$ cat src/sv/gbepc_pkg.sv
package gbepc_pkg;

   localparam int DATA_W  = 30;
   localparam int START_W = 6;
   localparam int MOVE_W  = 7;
   localparam int GRID_W  = 7;
   localparam int CMP_W   = 12;

   typedef logic [DATA_W-1:0] count_type;

   localparam count_type MODULUS = 30'd1000000007;

   localparam logic REG_ROWS = 1'b0;
   localparam logic REG_COLS = 1'b1;

   function automatic count_type add_mod(input count_type a, input count_type b);
      logic [DATA_W:0] sum;
      sum = {1'b0, a} + {1'b0, b};
      if (sum >= {1'b0, MODULUS}) begin
         sum = sum - {1'b0, MODULUS};
      end
      return sum[DATA_W-1:0];
   endfunction

endpackage

$ cat src/sv/gbepc_csr.sv
module gbepc_csr (
   input  logic                         clock,
   input  logic                         reset,
   input  logic                         psel,
   input  logic                         penable,
   input  logic                         pwrite,
   input  logic [2:0]                   paddr,
   input  logic [31:0]                  pwdata,
   output logic [31:0]                  prdata,
   output logic                         pready,
   output logic [gbepc_pkg::GRID_W-1:0] grid_rows,
   output logic [gbepc_pkg::GRID_W-1:0] grid_cols
);

   import gbepc_pkg::*;

   logic [GRID_W-1:0] rows_ff, rows_in;
   logic [GRID_W-1:0] cols_ff, cols_in;
   logic              wr_fire;

   assign wr_fire = psel && penable && pwrite;

   always_comb begin
      rows_in = rows_ff;
      cols_in = cols_ff;
      if (wr_fire) begin
         unique case (paddr[2])
            REG_ROWS: rows_in = pwdata[GRID_W-1:0];
            REG_COLS: cols_in = pwdata[GRID_W-1:0];
            default:  rows_in = rows_ff;
         endcase
      end
   end

   always_ff @(posedge clock) begin
      if (reset) begin
         rows_ff <= GRID_W'(1);
         cols_ff <= GRID_W'(1);
      end else begin
         rows_ff <= rows_in;
         cols_ff <= cols_in;
      end
   end

   always_comb begin
      unique case (paddr[2])
         REG_ROWS: prdata = {{(32-GRID_W){1'b0}}, rows_ff};
         REG_COLS: prdata = {{(32-GRID_W){1'b0}}, cols_ff};
         default:  prdata = '0;
      endcase
   end

   assign pready    = 1'b1;
   assign grid_rows = rows_ff;
   assign grid_cols = cols_ff;

endmodule

$ cat config.mk
export PLATFORM = sky130hd
export DESIGN_NAME = gbepc_csr
export DESIGN_NICKNAME = d
export VERILOG_FILES = /design/src/sv/gbepc_pkg.sv /design/src/sv/gbepc_csr.sv
export SDC_FILE = /design/constraint.sdc
export NUM_CORES = 1
export LEC_CHECK = 0
export BUFFER_PORTS_ARGS = -buffer_cell sky130_fd_sc_hd__buf_2
export CORE_MARGIN = 2
export CORE_UTILIZATION = 35
export CTS_BUF_LIST = sky130_fd_sc_hd__clkbuf_4 sky130_fd_sc_hd__clkbuf_8 sky130_fd_sc_hd__clkbuf_16
export CTS_CLUSTER_SIZE = 40
export DETAILED_ROUTE_END_ITERATION = 6
export GPL_TIMING_DRIVEN = 0
export PLACE_DENSITY = 0.83
export SLEW_MARGIN = 20
export SYNTH_ARGS = -nofsm -noshare
export SYNTH_HDL_FRONTEND = slang
export SYNTH_SLANG_ARGS = --single-unit
$ cat constraint.sdc
create_clock -name clock -period 1.7 [get_ports clock]
set_input_delay 0.17 -clock clock [delete_from_list [all_inputs] [get_ports clock]]
set_output_delay 0.17 -clock clock [all_outputs]
set_load 0.05 [all_outputs]
# Word-level counts from Yosys, hierarchy flattened

Cells that the tools add are included.

Register bits: 14
Bits of input ports: 40
Output and inout port bits: 47
Logic and storage cells: 8

Muxes and demuxes: 1
Bitwise gates (word level): 1
Reductions and logical operators: 4

Operator list:

| kind                | number |
|---|---|
| $pmux W32 S2        | 1 |
| $reduce_and A2 Y1   | 2 |
| $logic_and A1 B1 Y1 | 2 |
| $not A1 Y1          | 1 |

# Logic depth before layout (Yosys ltp)

Word-level depth: 3
Depth in mapped cells: 4
Gate-level depth less buffers: 2

# Worst setup path before layout

Ideal clock, no wire load.

Path type: reg2out
From: register cols_ff[1], in the netlist grid_cols[1]
To: output port prdata[1]
Data arrival time: 1,049 ps
Required time: 1,530 ps
Setup slack: 481 ps
Cell stages (with the launch flop): 2
Buffers on the path: 0
Cells stage by stage: dfxtp_1 -> mux2_2

Cells in the longest elaborated chain, start to end: 1

RTL lines:

| element                  | RTL line        | RTL |
|---|---|---|
| start: declaration       | gbepc_csr.sv:18 | `logic [GRID_W-1:0] cols_ff, cols_in;` |
| start signal: assignment | gbepc_csr.sv:41 | `cols_ff <= cols_in;` |
| $pmux W32 S2             | gbepc_csr.sv:46 | `unique case (paddr[2])` |
| end: declaration         | gbepc_csr.sv:9  | `output logic [31:0] prdata,` |

Every way passes these cells. The select of a mux whose other input is x is not followed.

# Final worst setup path

From: register cols_ff[0], in the netlist grid_cols[0]
To: output port prdata[0]

Same word-level chain as after synthesis.

==> flow_summary.yaml <==
run_status:
  outcome: "complete, no violations"
floorplanning:
  fp.coreArea_um2: 2450
  die_h_um: 54.7
  dieArea_um2: 2990
  ios: 87
  start_util: 0.366
  die_w_um: 54.7
  rows: 18
pwr:
  p_leak_nw: 0.699
  p_total_mw: 0.870
  cellPowerDensity_nw_per_um2: 711
  ir_worst_vdd_mv: 0.636
placement:
  place_inst: 177
  io_buffers: 32
  dp_hpwl_mm: 1.36
  gp_congestion: 0.637
  place_ws_ns: 0.675
yosys:
  ys_ff_latch: 14
  synth_top_cell_by_area: "dfxtp_1"
  synthCells: 91
  postSynthAreaPerCell_um2: 9.89
  synth_top_area_frac: 0.312
  yosysWarnings: 0
  synth_area_leaders: "dfxtp_1 (31%), buf_4 (22%), mux2i_1 (16%), nand2b_1 (13%), mux2_2 (8.8%)"
  synth_cell_type_count: 11
  synth_area_um2: 900
  yosysSeqAreaShare: 0.312
critical_path:
  path_class: "reg -> out"
  start_kind: "register"
  cp_max_fo: 3
  cp.arrival_ns: 1.08
  r2r_setup_slack_ns: 1.06
  required_ns: 1.53
  cp-end-kind: "output port"
detailed_routing:
  dr.pass1.iters: 3
  drt_iter0_markers: 4
  route.detailed.drc: 0
  wl_mm: 1.69
  ant_nets: 0
  vias_per_cell: 3.86
  via_count: 699
  post_drt_wl_per_cell_um: 9.34
cells_and_area:
  drive_gt1_frac: 0.483
  finalNetCount: 192
  postLayoutCoreUtil: 0.498
  area_growth_pct: 36.0
  stdcell_count: 181
  diodes: 0
  final_cell_mix: "buf_2 (32), buf_4 (26), conb_1 (26)"
  final_common_cell: "buf_2"
  nFillCells: 254
grt:
  gr-total-overflow: 0
  antenna_found_initial: 0
  grt_max_degree: 11
  grt_use_total: 0.123
  grt_pass1_wl_mm: 2.58
  grt_pass1_vias: 561
clock_tree:
  ctsResizeCount: 0
  cts_buffers: 3
  clk_path_buf_depth: 2
  clock_latency_ns: 0.28
  cts_sinks: 14
  clk_root_buffer_cell: "clkbuf_4"
  cts_setup_buffers: 0
  clk_pin_slew_ns: 0.09
  ctsHoldBuffers: 0
  h-tree-depth: 1
  cts_tree: "yes"
sta:
  max_freq_ghz: 0.799
  fin_crit_sh: 0.737
  rsz0062_at_grt: "false"
  finalClockSkew_ns: 0
  setup_viol: 0
  drv_slew: 0
  report.final.hold_viol_count: 0
  fin_tns_setup_ns: 0
  worst_slack_ns: 0.448
  post-route-min-period_ns: 1.25
job:
  drv_cap: 0
worst_hold_path:
  hold_path_class: "in -> reg"
[logic make-up after synthesis]
kind of cell,count (synthesis),synth area share
flip-flops,14,0.312
AND/OR/NAND/NOR,23,0.174
multiplexers,21,0.243
other,2,0.00835
buffers and inverters,31,0.263
[synth_stat cells, drive strengths merged]
cell type / count
nand2b: 18
mux2: 7
mux2i: 14
and4: 1
dfxtp: 14
nand4b: 1
clkbuf: 2
nor2: 3
conb: 2
buf: 29
[registers in the layout (all words and copies together), names as in the netlist]
name	flops
grid_cols	7
grid_rows	7
[routing by layer]
layer	vias to the layer above	routed length, µm	track usage
met1	299	645	0.146
met3	3	163	0.0219
met5	-	0	0
li1	363	-	-
met2	34	853	0.210
met4	0	29	0.0625
[cell type report]
cell class	count	area [µm²]	area share
multi-input combinational	70	473	0.387
buffer	31	236	0.193
tap	30	37.5	0.0307
sequential	14	280	0.229
clock buffer	4	36.3	0.0297
timing repair buffer	32	160	0.131
[worst paths after layout]
check / depth (start not counted) / start / to
max: 2 / grid_cols[0]$_SDFFE_PP1P_ / prdata[0]
min: 3 / pwdata[0] / grid_rows[0]$_SDFFE_PP1P_
max reg2reg: 2 / grid_cols[4]$_SDFFE_PP0P_ / grid_cols[4]$_SDFFE_PP0P_
min reg2reg: 2 / grid_cols[2]$_SDFFE_PP0P_ / grid_cols[2]$_SDFFE_PP0P_
[report_power, final]
part / internal, mW / switching, mW / total [mW]
clock: 0.130 / 0.111 / 0.241
combinational: 0.0848 / 0.204 / 0.289
sequential: 0.335 / 0.00494 / 0.340
total: 0.550 / 0.320 / 0.870
[critical path, stage by stage (launching register included)]
cell and delay, ns:
dfxtp_1 0.33, mux2_2 0.26, buf_2 0.21
[stage by stage]
stage | cell area (µm²) | hold slack, ns
finish | 1220 | 0.160
global route | 1220 | 0.172
CTS | 1220 | 0.160
detailed placement | 1190 | 0.449
global placement | 1190 | 0.431
floorplan | 990 | 0.341
No activity file was read; power rests on OpenSTA's default activity.
